[config.mk]
export PLATFORM = sky130hd
export DESIGN_NAME = point_projection_frustum_cull_top
export DESIGN_NICKNAME = d
export VERILOG_FILES = /design/src/ppfc_pkg.sv /design/src/ppfc_regs.sv /design/src/ppfc_ctrl.sv /design/src/ppfc_dp.sv /design/src/point_projection_frustum_cull_top.sv
export SDC_FILE = /design/constraint.sdc
export NUM_CORES = 2
export LEC_CHECK = 0
export BUFFER_PORTS_ARGS = -buffer_cell sky130_fd_sc_hd__buf_2
export CAP_MARGIN = 0
export CORE_ASPECT_RATIO = 1.25
export CORE_MARGIN = 2
export CORE_UTILIZATION = 25
export CTS_CLUSTER_DIAMETER = 30
export DETAILED_ROUTE_END_ITERATION = 8
export GPL_ROUTABILITY_DRIVEN = 0
export PLACE_DENSITY_LB_ADDON = 0.08
export SLEW_MARGIN = 20
export SYNTH_ARGS = -nofsm -noshare
export SYNTH_HDL_FRONTEND = slang
export SYNTH_SLANG_ARGS = --single-unit
[constraint.sdc]
create_clock -name clk_i -period 9.4 [get_ports clk_i]
set_clock_uncertainty 0.15 [all_clocks]
set_input_delay 1.88 -clock clk_i [delete_from_list [all_inputs] [get_ports clk_i]]
set_output_delay 1.88 -clock clk_i [all_outputs]
set_load 0.02 [all_outputs]
[src/ppfc_pkg.sv]
// shared types and constants for the point projection and frustum cull block
package ppfc_pkg;

  localparam int REG_W    = 63;
  localparam int SIZE_W   = 13;
  localparam int GROUND_W = 16;
  localparam int QUOT_W   = 13;
  localparam int CNT_W    = 4;
  localparam int IDX_W    = 3;
  localparam int MAC_STEPS = 9;

  localparam logic [SIZE_W-1:0]          WIDTH_RESET  = 13'd640;
  localparam logic [SIZE_W-1:0]          HEIGHT_RESET = 13'd480;
  localparam logic signed [GROUND_W-1:0] GROUND_RESET = -16'sd358;

  typedef enum logic [IDX_W-1:0] {
    CFG_COEFF0 = 3'd0,
    CFG_COEFF1 = 3'd1,
    CFG_COEFF2 = 3'd2,
    CFG_OFFSET = 3'd3,
    CFG_WIDTH  = 3'd4,
    CFG_HEIGHT = 3'd5,
    CFG_GF_ON  = 3'd6,
    CFG_GROUND = 3'd7
  } cfg_idx_e;

  typedef struct packed {
    logic [2:0][REG_W-1:0] coeff;
    logic [REG_W-1:0]      offset;
    logic [SIZE_W-1:0]     width;
    logic [SIZE_W-1:0]     height;
    logic                  gf_on;
    logic [GROUND_W-1:0]   ground;
  } cfg_t;

  typedef struct packed {
    logic       load;
    logic       mul_en;
    logic [1:0] mul_row;
    logic [1:0] mul_col;
    logic       div_init;
    logic       div_step;
    logic       finish;
  } cmd_t;

  typedef struct packed {
    logic out_free;
  } status_t;

  typedef enum logic [4:0] {
    ST_IDLE = 5'b00001,
    ST_MAC  = 5'b00010,
    ST_DSET = 5'b00100,
    ST_DIV  = 5'b01000,
    ST_FIN  = 5'b10000
  } state_e;

endpackage

[src/ppfc_regs.sv]
// configuration register file
module ppfc_regs (
  input  logic                        clk_i,
  input  logic                        rst_ni,
  input  logic                        cfg_we_i,
  input  logic [ppfc_pkg::IDX_W-1:0]  cfg_idx_i,
  input  logic [ppfc_pkg::REG_W-1:0]  cfg_data_i,
  output ppfc_pkg::cfg_t              cfg_o,
  output logic                        restart_o
);

  ppfc_pkg::cfg_t cfg_q, cfg_d;
  logic           restart_q, restart_d;

  always_comb begin
    cfg_d = cfg_q;
    if (cfg_we_i) begin
      case (ppfc_pkg::cfg_idx_e'(cfg_idx_i))
        ppfc_pkg::CFG_COEFF0: cfg_d.coeff[0] = cfg_data_i;
        ppfc_pkg::CFG_COEFF1: cfg_d.coeff[1] = cfg_data_i;
        ppfc_pkg::CFG_COEFF2: cfg_d.coeff[2] = cfg_data_i;
        ppfc_pkg::CFG_OFFSET: cfg_d.offset   = cfg_data_i;
        ppfc_pkg::CFG_WIDTH:  cfg_d.width    = cfg_data_i[ppfc_pkg::SIZE_W-1:0];
        ppfc_pkg::CFG_HEIGHT: cfg_d.height   = cfg_data_i[ppfc_pkg::SIZE_W-1:0];
        ppfc_pkg::CFG_GF_ON:  cfg_d.gf_on    = cfg_data_i[0];
        ppfc_pkg::CFG_GROUND: cfg_d.ground   = cfg_data_i[ppfc_pkg::GROUND_W-1:0];
        default: cfg_d = cfg_q;
      endcase
    end
  end

  // row restart follows the height write so it sees the new height
  assign restart_d = cfg_we_i &&
                     (ppfc_pkg::cfg_idx_e'(cfg_idx_i) == ppfc_pkg::CFG_HEIGHT);

  always_ff @(posedge clk_i or negedge rst_ni) begin
    if (!rst_ni) begin
      cfg_q.coeff  <= '0;
      cfg_q.offset <= '0;
      cfg_q.width  <= ppfc_pkg::WIDTH_RESET;
      cfg_q.height <= ppfc_pkg::HEIGHT_RESET;
      cfg_q.gf_on  <= 1'b1;
      cfg_q.ground <= ppfc_pkg::GROUND_RESET;
      restart_q    <= 1'b0;
    end else begin
      cfg_q     <= cfg_d;
      restart_q <= restart_d;
    end
  end

  assign cfg_o     = cfg_q;
  assign restart_o = restart_q;

endmodule

[src/ppfc_ctrl.sv]
// sequencer for load, multiply-accumulate, divide and result hand-off
module ppfc_ctrl (
  input  logic              clk_i,
  input  logic              rst_ni,
  input  logic              in_valid_i,
  output logic              in_ready_o,
  input  ppfc_pkg::status_t status_i,
  output ppfc_pkg::cmd_t    cmd_o
);

  ppfc_pkg::state_e             state_q, state_d;
  logic [ppfc_pkg::CNT_W-1:0]   cnt_q, cnt_d;
  logic [1:0]                   row_q, row_d;
  logic [1:0]                   col_q, col_d;

  always_comb begin
    state_d = state_q;
    cnt_d   = cnt_q;
    row_d   = row_q;
    col_d   = col_q;
    cmd_o   = '0;
    cmd_o.mul_row = row_q;
    cmd_o.mul_col = col_q;
    case (state_q)
      ppfc_pkg::ST_IDLE: begin
        if (in_valid_i) begin
          cmd_o.load = 1'b1;
          cnt_d      = '0;
          row_d      = '0;
          col_d      = '0;
          state_d    = ppfc_pkg::ST_MAC;
        end
      end
      ppfc_pkg::ST_MAC: begin
        // last count only drains the product register
        if (cnt_q == ppfc_pkg::CNT_W'(ppfc_pkg::MAC_STEPS)) begin
          state_d = ppfc_pkg::ST_DSET;
        end else begin
          cmd_o.mul_en = 1'b1;
          cnt_d        = cnt_q + 1'b1;
          if (col_q == 2'd2) begin
            col_d = '0;
            row_d = row_q + 1'b1;
          end else begin
            col_d = col_q + 1'b1;
          end
        end
      end
      ppfc_pkg::ST_DSET: begin
        cmd_o.div_init = 1'b1;
        cnt_d          = '0;
        state_d        = ppfc_pkg::ST_DIV;
      end
      ppfc_pkg::ST_DIV: begin
        cmd_o.div_step = 1'b1;
        if (cnt_q == ppfc_pkg::CNT_W'(ppfc_pkg::QUOT_W - 1)) begin
          state_d = ppfc_pkg::ST_FIN;
        end else begin
          cnt_d = cnt_q + 1'b1;
        end
      end
      ppfc_pkg::ST_FIN: begin
        if (status_i.out_free) begin
          cmd_o.finish = 1'b1;
          state_d      = ppfc_pkg::ST_IDLE;
        end
      end
      default: state_d = ppfc_pkg::ST_IDLE;
    endcase
  end

  always_ff @(posedge clk_i or negedge rst_ni) begin
    if (!rst_ni) begin
      state_q <= ppfc_pkg::ST_IDLE;
      cnt_q   <= '0;
      row_q   <= '0;
      col_q   <= '0;
    end else begin
      state_q <= state_d;
      cnt_q   <= cnt_d;
      row_q   <= row_d;
      col_q   <= col_d;
    end
  end

  assign in_ready_o = (state_q == ppfc_pkg::ST_IDLE);

endmodule

[src/ppfc_dp.sv]
// datapath: ground test, shared multiplier, two quotient lanes, row tracking
module ppfc_dp #(
  parameter int COORD_WIDTH = 16,
  parameter int COEFF_WIDTH = 21,
  parameter int PIXEL_WIDTH = 12
) (
  input  logic                          clk_i,
  input  logic                          rst_ni,
  input  ppfc_pkg::cfg_t                cfg_i,
  input  logic                          restart_i,
  input  ppfc_pkg::cmd_t                cmd_i,
  output ppfc_pkg::status_t             status_o,
  input  logic signed [COORD_WIDTH-1:0] pos_x_i,
  input  logic signed [COORD_WIDTH-1:0] pos_y_i,
  input  logic signed [COORD_WIDTH-1:0] pos_z_i,
  input  logic                          out_ready_i,
  output logic                          out_valid_o,
  output logic                          kept_o,
  output logic                          in_view_o,
  output logic [PIXEL_WIDTH-1:0]        pixel_col_o,
  output logic [PIXEL_WIDTH-1:0]        pixel_row_o,
  output logic [PIXEL_WIDTH-1:0]        top_row_o,
  output logic [PIXEL_WIDTH-1:0]        bottom_row_o
);

  localparam int PROD_W = COEFF_WIDTH + COORD_WIDTH;
  localparam int ACC_W  = PROD_W + 2;
  localparam int MAG_W  = ACC_W - 1;
  localparam int QW     = ppfc_pkg::QUOT_W;
  localparam int DIV_W  = MAG_W + QW;
  localparam int SW     = ppfc_pkg::SIZE_W;
  localparam int CMP_W  = ((COORD_WIDTH > ppfc_pkg::GROUND_W) ?
                           COORD_WIDTH : ppfc_pkg::GROUND_W) + 1;
  localparam logic [31:0] ROW_RST = 32'(ppfc_pkg::HEIGHT_RESET) - 32'd1;

  // point and products
  logic signed [COORD_WIDTH-1:0] px_q, py_q, pz_q;
  logic                          kept_q;
  logic                          kept_d;
  logic [ppfc_pkg::REG_W-1:0]    col_word;
  logic signed [COORD_WIDTH-1:0] p_sel;
  logic signed [COEFF_WIDTH-1:0] m_sel;
  logic signed [PROD_W-1:0]      prod_d, prod_q;
  logic                          prod_vld_q;
  logic [1:0]                    prod_row_q;
  logic signed [COEFF_WIDTH-1:0] t_e [3];
  logic signed [ACC_W-1:0]       acc_q [3];

  // quotient lanes
  logic [MAG_W-1:0] rem_c_q, rem_r_q;
  logic [DIV_W-1:0] dvs_q, lim;
  logic [QW-1:0]    qc_q, qr_q;
  logic             ok_q, ok_d, ge_c, ge_r;

  // result
  logic                   fits_c, fits_r, view;
  logic [QW+PIXEL_WIDTH-1:0] qc_ext, qr_ext;
  logic [PIXEL_WIDTH-1:0] col_pix, row_pix;
  logic [PIXEL_WIDTH-1:0] min_row_q, max_row_q, min_row_d, max_row_d;
  logic [31:0]            hm1;
  logic                   out_valid_q;

  assign kept_d = !cfg_i.gf_on ||
                  ($signed(CMP_W'(pos_z_i)) >
                   $signed(CMP_W'($signed(cfg_i.ground))));

  always_comb begin
    case (cmd_i.mul_col)
      2'd0: begin
        col_word = cfg_i.coeff[0];
        p_sel    = px_q;
      end
      2'd1: begin
        col_word = cfg_i.coeff[1];
        p_sel    = py_q;
      end
      2'd2: begin
        col_word = cfg_i.coeff[2];
        p_sel    = pz_q;
      end
      default: begin
        col_word = cfg_i.coeff[0];
        p_sel    = px_q;
      end
    endcase
    case (cmd_i.mul_row)
      2'd0:    m_sel = col_word[COEFF_WIDTH-1:0];
      2'd1:    m_sel = col_word[2*COEFF_WIDTH-1:COEFF_WIDTH];
      2'd2:    m_sel = col_word[3*COEFF_WIDTH-1:2*COEFF_WIDTH];
      default: m_sel = col_word[COEFF_WIDTH-1:0];
    endcase
    prod_d = PROD_W'(m_sel) * PROD_W'(p_sel);
    for (int r = 0; r < 3; r++) begin
      t_e[r] = cfg_i.offset[r*COEFF_WIDTH +: COEFF_WIDTH];
    end
  end

  assign lim  = {acc_q[2][MAG_W-1:0], {QW{1'b0}}};
  assign ok_d = !acc_q[2][ACC_W-1] && (acc_q[2] != '0) &&
                !acc_q[0][ACC_W-1] && !acc_q[1][ACC_W-1] &&
                (DIV_W'(acc_q[0][MAG_W-1:0]) < lim) &&
                (DIV_W'(acc_q[1][MAG_W-1:0]) < lim);
  assign ge_c = DIV_W'(rem_c_q) >= dvs_q;
  assign ge_r = DIV_W'(rem_r_q) >= dvs_q;

  always_ff @(posedge clk_i) begin
    if (cmd_i.load) begin
      px_q   <= pos_x_i;
      py_q   <= pos_y_i;
      pz_q   <= pos_z_i;
      kept_q <= kept_d;
      for (int r = 0; r < 3; r++) begin
        acc_q[r] <= ACC_W'(t_e[r]) <<< 10;
      end
    end else if (prod_vld_q) begin
      acc_q[prod_row_q] <= acc_q[prod_row_q] + ACC_W'(prod_q);
    end
    if (cmd_i.mul_en) begin
      prod_q     <= prod_d;
      prod_row_q <= cmd_i.mul_row;
    end
    if (cmd_i.div_init) begin
      rem_c_q <= acc_q[0][MAG_W-1:0];
      rem_r_q <= acc_q[1][MAG_W-1:0];
      dvs_q   <= DIV_W'({acc_q[2][MAG_W-1:0], {(QW-1){1'b0}}});
      qc_q    <= '0;
      qr_q    <= '0;
      ok_q    <= ok_d;
    end else if (cmd_i.div_step) begin
      if (ge_c) rem_c_q <= MAG_W'(DIV_W'(rem_c_q) - dvs_q);
      if (ge_r) rem_r_q <= MAG_W'(DIV_W'(rem_r_q) - dvs_q);
      qc_q  <= {qc_q[QW-2:0], ge_c};
      qr_q  <= {qr_q[QW-2:0], ge_r};
      dvs_q <= dvs_q >> 1;
    end
  end

  always_ff @(posedge clk_i or negedge rst_ni) begin
    if (!rst_ni) begin
      prod_vld_q <= 1'b0;
    end else begin
      prod_vld_q <= cmd_i.mul_en;
    end
  end

  assign fits_c  = ((SW+1)'(qc_q) + (SW+1)'(1)) < (SW+1)'(cfg_i.width);
  assign fits_r  = ((SW+1)'(qr_q) + (SW+1)'(1)) < (SW+1)'(cfg_i.height);
  assign view    = kept_q && ok_q && fits_c && fits_r;
  assign qc_ext  = {{PIXEL_WIDTH{1'b0}}, qc_q};
  assign qr_ext  = {{PIXEL_WIDTH{1'b0}}, qr_q};
  assign col_pix = view ? qc_ext[PIXEL_WIDTH-1:0] : '0;
  assign row_pix = view ? qr_ext[PIXEL_WIDTH-1:0] : '0;
  assign min_row_d = (view && (row_pix < min_row_q)) ? row_pix : min_row_q;
  assign max_row_d = (view && (row_pix > max_row_q)) ? row_pix : max_row_q;
  assign hm1       = 32'(cfg_i.height) - 32'd1;

  always_ff @(posedge clk_i or negedge rst_ni) begin
    if (!rst_ni) begin
      min_row_q   <= ROW_RST[PIXEL_WIDTH-1:0];
      max_row_q   <= '0;
      out_valid_q <= 1'b0;
    end else begin
      if (restart_i) begin
        min_row_q <= hm1[PIXEL_WIDTH-1:0];
        max_row_q <= '0;
      end else if (cmd_i.finish) begin
        min_row_q <= min_row_d;
        max_row_q <= max_row_d;
      end
      if (cmd_i.finish) begin
        out_valid_q <= 1'b1;
      end else if (out_ready_i) begin
        out_valid_q <= 1'b0;
      end
    end
  end

  always_ff @(posedge clk_i) begin
    if (cmd_i.finish) begin
      kept_o       <= kept_q;
      in_view_o    <= view;
      pixel_col_o  <= col_pix;
      pixel_row_o  <= row_pix;
      top_row_o    <= min_row_d;
      bottom_row_o <= max_row_d;
    end
  end

  assign out_valid_o       = out_valid_q;
  assign status_o.out_free = !out_valid_q || out_ready_i;

endmodule

[src/point_projection_frustum_cull_top.sv]
// top level: lidar point ground filter, pinhole projection and image bounds test
// a point is loaded in idle, then passes the multiply-accumulate, divide setup,
// divide and finish states; one point is in work at a time, on the shared multiplier
// (9 steps plus one drain) and the 13-step restoring quotient loop for column and row
// a finished result waits in the output register while the next point is taken
// reset: asynchronous active low; configuration registers return to their defaults, rows restart
module point_projection_frustum_cull_top #(
  parameter int COORD_WIDTH = 16,
  parameter int COEFF_WIDTH = 21,
  parameter int PIXEL_WIDTH = 12
) (
  input  logic                                   clk_i,
  input  logic                                   rst_ni,
  input  logic                                   s_axis_tvalid_i,
  output logic                                   s_axis_tready_o,
  // pos_x, pos_y, pos_z
  input  logic [((3*COORD_WIDTH+7)/8)*8-1:0]     s_axis_tdata_i,
  output logic                                   m_axis_tvalid_o,
  input  logic                                   m_axis_tready_i,
  // pixel_col, pixel_row, top_row, bottom_row
  output logic [((4*PIXEL_WIDTH+7)/8)*8-1:0]     m_axis_tdata_o,
  // kept, in_view
  output logic [1:0]                             m_axis_tuser_o,
  input  logic                                   cfg_we_i,
  input  logic [ppfc_pkg::IDX_W-1:0]             cfg_idx_i,
  input  logic [ppfc_pkg::REG_W-1:0]             cfg_data_i
);

  localparam int OUT_W = ((4*PIXEL_WIDTH+7)/8)*8;

  ppfc_pkg::cfg_t    cfg;
  logic              restart;
  ppfc_pkg::cmd_t    cmd;
  ppfc_pkg::status_t status;
  logic              out_kept, out_view;
  logic [PIXEL_WIDTH-1:0] out_col, out_row, out_top, out_bottom;

  ppfc_regs u_regs (
    .clk_i      (clk_i),
    .rst_ni     (rst_ni),
    .cfg_we_i   (cfg_we_i),
    .cfg_idx_i  (cfg_idx_i),
    .cfg_data_i (cfg_data_i),
    .cfg_o      (cfg),
    .restart_o  (restart)
  );

  ppfc_ctrl u_ctrl (
    .clk_i      (clk_i),
    .rst_ni     (rst_ni),
    .in_valid_i (s_axis_tvalid_i),
    .in_ready_o (s_axis_tready_o),
    .status_i   (status),
    .cmd_o      (cmd)
  );

  ppfc_dp #(
    .COORD_WIDTH (COORD_WIDTH),
    .COEFF_WIDTH (COEFF_WIDTH),
    .PIXEL_WIDTH (PIXEL_WIDTH)
  ) u_dp (
    .clk_i        (clk_i),
    .rst_ni       (rst_ni),
    .cfg_i        (cfg),
    .restart_i    (restart),
    .cmd_i        (cmd),
    .status_o     (status),
    .pos_x_i      (s_axis_tdata_i[COORD_WIDTH-1:0]),
    .pos_y_i      (s_axis_tdata_i[2*COORD_WIDTH-1:COORD_WIDTH]),
    .pos_z_i      (s_axis_tdata_i[3*COORD_WIDTH-1:2*COORD_WIDTH]),
    .out_ready_i  (m_axis_tready_i),
    .out_valid_o  (m_axis_tvalid_o),
    .kept_o       (out_kept),
    .in_view_o    (out_view),
    .pixel_col_o  (out_col),
    .pixel_row_o  (out_row),
    .top_row_o    (out_top),
    .bottom_row_o (out_bottom)
  );

  assign m_axis_tdata_o = OUT_W'({out_bottom, out_top, out_row, out_col});
  assign m_axis_tuser_o = {out_view, out_kept};

  a_one_in_flight: assert property (@(posedge clk_i) disable iff (!rst_ni)
    (s_axis_tvalid_i && s_axis_tready_o) |=> !s_axis_tready_o)
    else $error("input taken while a point is in work");

  a_view_needs_kept: assert property (@(posedge clk_i) disable iff (!rst_ni)
    (m_axis_tvalid_o && out_view) |-> out_kept)
    else $error("point in view but not kept");

  a_row_in_range: assert property (@(posedge clk_i) disable iff (!rst_ni)
    (m_axis_tvalid_o && out_view) |-> (out_top <= out_row && out_row <= out_bottom))
    else $error("row outside tracked row range");

  a_blank_pixel: assert property (@(posedge clk_i) disable iff (!rst_ni)
    (m_axis_tvalid_o && !out_view) |-> (out_col == '0 && out_row == '0))
    else $error("pixel not cleared for point out of view");

endmodule
# --- Word-level counts from Yosys, hierarchy flattened ---
# Memories as Yosys holds them, arrays and structs flattened. A register that Yosys moved wholly into a read port is not among the register bits.
# Index checks and enable logic that the tools add are counted.
op_classes:
  add_sub_neg: 9
  mul: 1
  n_lt_le_gt_ge: 9
  n_eq_ne: 25
  n_mux: 53
  n_reduce_logical: 42
op_table:
  columns: ["cell", "count"]
  rows:
  - ["two-way mux 38 bit", 6]
  - ["one-hot mux 63 bit (2 select lines)", 1]
  - ["less-than comparator 38 x 51 -> 1 bit", 2]
  - ["greater-or-equal comparator 38 x 50 -> 1 bit", 2]
  - ["two-way mux 50 bit", 2]
  - ["two-way mux 12 bit", 7]
  - ["subtractor 38 bit", 2]
  - ["one-hot mux 21 bit (2 select lines)", 1]
  - ["adder 39 x 37 -> 39 bit", 1]
  - ["two-way mux 39 bit", 1]
  - ["nonzero test 39 bit", 1]
  - ["OR reduction 39 bit", 1]
  - ["multiplier 21 x 16 -> 37 bit", 1]
  - ["one-hot mux 16 bit (2 select lines)", 1]
  - ["adder 13 x 1 -> 14 bit (second input constant)", 2]
  - ["less-than comparator 14 x 13 -> 1 bit", 2]
  - ["one-hot mux 5 bit (5 select lines)", 1]
  - ["two-way mux 5 bit", 4]
  - ["AND reduction 2 bit", 10]
  - ["greater-than comparator 16 bit", 1]
  - ["two-way mux 1 bit", 16]
  - ["one-hot mux 4 bit (4 select lines)", 1]
  - ["two-way mux 2 bit", 7]
  - ["equality test 3 bit (second input constant)", 4]
  - ["27 further kinds", 62]
word_totals:
  regBits: 626
  ramBits: 117
  input_bits: 119
  output_inout_bits: 52
  mem_count: 1
memory_table:
  columns: ["memory", "words", "width", "read_ports", "rd_clocked_by_memory_dff", "wr", "line", "rtl"]
  rows:
  - ["u_dp.acc_q", 3, 39, 4, 1, 3, "ppfc_dp.sv:47", "logic signed [ACC_W-1:0] acc_q [3];"]

# --- Longest topological paths before layout ---
depth:
  depth_word: 10
  ltp_mapped: 32

# --- Cells and area by module ---
# From an unflattened synthesis, not the netlist that was laid out.
hier_totals:
  cells_unflattened: 5000
  hier_area_um2: 53651.5
modules_own_cells:
  columns: ["module", "n_inst", "cells_each", "area_each_um2"]
  rows:
  - ["ppfc_dp", 1, 4282, 41688.7]
  - ["ppfc_regs", 1, 633, 11179.5]
  - ["ppfc_ctrl", 1, 83, 768.2]
  - ["point_projection_frustum_cull_top", 1, 2, 15.0]

# --- Least setup slack after synthesis ---
# OpenSTA, ideal clock, no wires.
synth_path:
  kind: "reg-to-reg"
  startpoint: "register u_ctrl.col_q[0]"
  endpoint: "register u_dp.prod_q[36], data pin"
  setup_ns: 0.258
  t_arrival_ns: 7.860
  required_ns: 8.992
  slack_ns: 1.133
  stages_incl_launch_ff: 31
  period_less_slack_ns: 8.267
  path_cell_list: "dfrtp_1 -> inv_1 -> ha_1 -> clkbuf_1 -> clkbuf_1 -> buf_1 -> a22oi_1 -> a21oi_1 -> clkbuf_1 -> nand2_1 -> fa_1 -> inv_1 -> fa_1 -> inv_1 -> fa_1 -> inv_1 -> fa_1 -> inv_1 -> fa_1 -> inv_1 -> fa_1 -> ha_1 -> clkbuf_1 -> a211oi_1 -> o31a_1 -> or2_2 -> o2111ai_2 -> o211ai_2 -> or4b_1 -> a211o_1 -> xnor2_1"
synth_via:
  elab_chain_len: 4
synth_lines:
  columns: ["element", "line", "rtl"]
  rows:
  - ["from (decl)", "ppfc_ctrl.sv:14", "logic [1:0] col_q, col_d;"]
  - ["from (signal assigned)", "ppfc_ctrl.sv:82", "col_q <= col_d;"]
  - ["equality test 2 bit / equality test 2 x 1 -> 1 bit (equally long branches)", "ppfc_dp.sv:68", "case (cmd_i.mul_col)"]
  - ["one-hot mux 63 bit (2 select lines)", "ppfc_dp.sv:68", null]
  - ["one-hot mux 21 bit (2 select lines)", "ppfc_dp.sv:86", "case (cmd_i.mul_row)"]
  - ["multiplier 21 x 16 -> 37 bit (*)", "ppfc_dp.sv:92", "prod_d = PROD_W'(m_sel) * PROD_W'(p_sel);"]
  - ["named net u_dp.prod_d[36]", "ppfc_dp.sv:43", "logic signed [PROD_W-1:0] prod_d, prod_q;"]
  - ["to (signal assigned)", "ppfc_dp.sv:119", "prod_q <= prod_d;"]
  - ["to (decl)", "ppfc_dp.sv:43", null]
# The timed path passes the listed nets; every way through them passes the cells marked *.
# A chain may end at the register's enable or synchronous reset.

# --- Worst setup path in the final report ---
# Same ends and word-level chain as after synthesis.

==> metrics.md <==
| Metric | Value |
|---|---|
| Final Cell Area | 65800 sq um |
| Outcome | finished clean |
| Total negative setup slack | 0 ns |
| Setup crit end kind | register |
| CTS tree | yes |
| Final Setup Violations | 0 |
| Per-cell routed wire length | 23.7 microns |
| Largest net degree at the start of global routing | 162 |
| First-pass GRT wire length | between 200000 and 300000 microns |
| CTS clk-pin slew, worst paths | 0.04 ns |
| H-tree Lvls | 4 |
| 1st-pass router iterations | 5 |
| Total gr overflow | 0 |
| Post-synth EDFFs | 409 |
| Chip height | 522 microns |
| Via Count | just under 40000 |
| Core Area | between 200000 and 250000 sq um |
| Clock tree sinks | 784 |
| Max_cap viols | 0 |
| Area of the multi-input gates | 29100 sq um |
| Crit start category | register |
| Reg area | 21500 sq um |
| Worst Hold Path EP | u_dp.dvs_q[7] |
| Critical path arrival | roughly 9 ns |
| Max Root-Sink Buffers | 3 |
| Ys async rst share | between 40% and 50% |
| Drt total wl | 198000 microns |
| Final worst path period need | 8.85 ns |
| Max Fclk | 113 MHz |
| Unique masters post-synth | 90 |
| Yosys reg bits | 784 |
| Synth Cell Area | roughly 54000 sq um |
| R2R cell count | 27 |
| Synthesis-to-layout area growth | 22.8% |
| Setup Buffers After CTS | 0 |
| DR DRC count | 0 |
| GRT Resource Usage Total | approximately 18% |
| WP data required | 9.78 ns |
| WS Path Type | register to register |
| Worst reg2reg endpoint | u_dp.prod_q[36] |
| Clk Tree Root Cell | clkbuf_16 |
| Hold Path Cell Cnt | 2 |
| CTS buffer count | 216 |
| Seq/Total Area, Yosys | 40.1% |
| Initial antenna violation count | 31 |
| Die W | 418 microns |
| I/O pins | between 150 and 200 |
| Post-synth net total | 5871 |
| HP Class | register to register |
| Starting Density | 25.1% |
| Worst hold path startpoint | u_dp.dvs_q[8] |
| Clk Latency, worst-skew pair | 0.86 ns |
| Final hold violation count | 0 |
| YS warnings | 0 |
| Syn Inst Count | 5089 |
| Nets | 6141 |
| RR Startpoint | u_ctrl.col_q[0] |
| RSZ-0062 raised after global routing | no |
| Port buffer count | between 150 and 200 |
| Syn avg cell area | between 10 and 15 sq um |
| Slew HR | 12.3% |
| Cell Area, Placed | just under 60000 sq um |
| Fin Hold WS | approximately 0.32 ns |
| Post-route ant nets | 0 |
| Final HPWL DP | 151000 microns |
| Fin crit share | 94.2% |
| Synth Flop Type | edfxtp_1 |
| Post-DR vias/cell | approximately 4.7 |
| FF-to-FF setup slack | 0.55 ns |
| CTS Hold Bufs | 0 |
| Initial DRC Count | 2086 |
| Row cnt | 190 |
| Fillers | around 22000 |
| Worst slew pin tran | 1.30 ns |
| Die area | approximately 220000 sq um |
| Layout cells sized above 1 | 19.5% |
| CTS resizes | 0 |
| CP Max Fanout | 38 |
| Vias in the first global route | around 40000 |
| Final slew viol count | 0 |
sequential cells by signal, indices dropped and copies added (netlist names), 2 cells and up, named ones only:
| name | flops |
|---|---|
| u_ctrl.cnt_q | 4 |
| u_ctrl.state_q | 5 |
| u_ctrl.col_q | 2 |
| u_dp.pixel_col_o | 12 |
| u_dp.top_row_o | 12 |
| u_dp.prod_q | 37 |
| u_dp.qr_q | 13 |
| u_dp.pz_q | 16 |
| u_dp.rem_c_q | 38 |
| u_dp.max_row_q | 12 |
| u_dp.min_row_q | 12 |
| u_dp.bottom_row_o | 12 |
| u_dp.prod_row_q | 2 |
| u_dp.qc_q | 13 |
| u_ctrl.row_q | 2 |
| u_dp.py_q | 16 |
| u_dp.dvs_q | 50 |
| u_regs.cfg_o | 295 |
| u_dp.acc_q | 156 |
| u_dp.rem_r_q | 38 |
| u_dp.px_q | 16 |
| u_dp.pixel_row_o | 12 |
cell families (layout without fill, tap and decap cells):
family	after synthesis	in the layout	share of synthesized area, %
compound gates	944	944	11.5
xor+xnor	165	165	2.70
fa+ha+maj	663	663	20.2
buf+inv	840	1302	5.95
flops	784	784	40.1
mux	371	371	8.55
other cells	0	4	0
simple gates	1322	1322	11.0
area by class of cell:
class	count	share of cell area, %
Clock inverter	150	2.93
Timing Repair Buffer	280	2.68
Clock buffer	260	8.74
Multi-Input combinational cell	3465	44.2
Antenna cell	4	0.0152
Sequential cell	784	32.7
Inverter	612	3.49
Tap cell	2784	5.29
critical path, cell delays in order (launching register included):
cell       delay (ns)
dfrtp_1          0.41
inv_1            0.18
ha_4             0.54
a22oi_1          0.18
nand2_1          0.09
o21ai_0          0.08
o21ai_0          0.56
buf_4            0.35
nand2_1          0.10
fa_1             0.50
inv_1            0.05
fa_1             0.52
fa_1             0.49
fa_1             0.54
fa_1             0.55
inv_1            0.06
fa_1             0.53
inv_1            0.04
ha_1             0.40
a211o_1          0.20
a211oi_1         0.08
o31a_1           0.32
or2_2            0.30
o2111ai_2        0.13
o211ai_2         0.22
or4b_1           0.58
a211o_1          0.29
xnor2_1          0.12
per-layer routing:
layer  routed length (microns)  GRT usage (%)
met5                       146              0
met4                      6090           5.77
met3                      6480           2.68
met2                    100000           31.7
met1                     85100           22.6
placed cells by master (no fill, tap or decap), drive strengths merged, types with 26 or more instances in the layout:
cell,Yosys,routed
mux4,39,39
a22oi,76,76
nand4,41,41
clkinv,3,92
fa,335,335
mux2,306,306
a21o,92,92
dfxtp,40,40
bufinv,0,29
ha,328,328
nand3,66,66
inv,609,615
dfrtp,308,308
o21ai,197,197
nand2b,34,34
a31oi,31,31
nand2,581,581
xor2,65,65
o22ai,29,29
clkinvlp,0,26
buf,44,280
nor2,361,361
xnor2,100,100
nor3,44,44
and2,46,46
clkbuf,184,260
a21oi,253,253
o21a,28,28
mux2i,26,26
edfxtp,409,409
dfstp,27,27
worst max-delay path by stage:
stage | depth (start not counted) | slack, ns | startpoint | end
floorplan | 30 | 1.13 | u_ctrl.col_q[0] | u_dp.prod_q[36]
global placement | 27 | 0.43 | u_ctrl.col_q[0] | u_dp.prod_q[36]
detailed placement | 31 | 0.43 | u_ctrl.col_q[0] | u_dp.prod_q[33]
CTS | 31 | 0.39 | u_ctrl.col_q[0] | u_dp.prod_q[33]
global route | 27 | 0.08 | u_ctrl.col_q[0] | u_dp.prod_q[36]
finish | 27 | 0.55 | u_ctrl.col_q[0] | u_dp.prod_q[36]
synth_stat cells (all sizes together), types with 76 or more instances:
cell type	instances	area share (%)
o21ai	197	1.8
nor2	361	2.5
clkbuf	184	1.3
a21o	92	1.3
inv	609	4.3
a22oi	76	1.1
dfrtp	308	14
fa	335	13
nand2	581	4.1
xnor2	100	1.6
a21oi	253	2.4
edfxtp	409	23
mux2	306	6.4
ha	328	7.7
stage by stage:
step | util [%] | worst slack (ns) | std cells
5_1_grt | 30.8 | 0.0808 | 8337
3_5_place_dp | 27.2 | 0.430 | 7925
4_1_cts | 30.8 | 0.391 | 8335
3_3_place_gp | 27.2 | 0.425 | 7925
6_report | 30.8 | 0.548 | 8339
2_1_floorplan | - | 1.13 | 5089
Power is not shown: default switching activity piles up to over one toggle a cycle in this logic, so the estimate is an artifact.
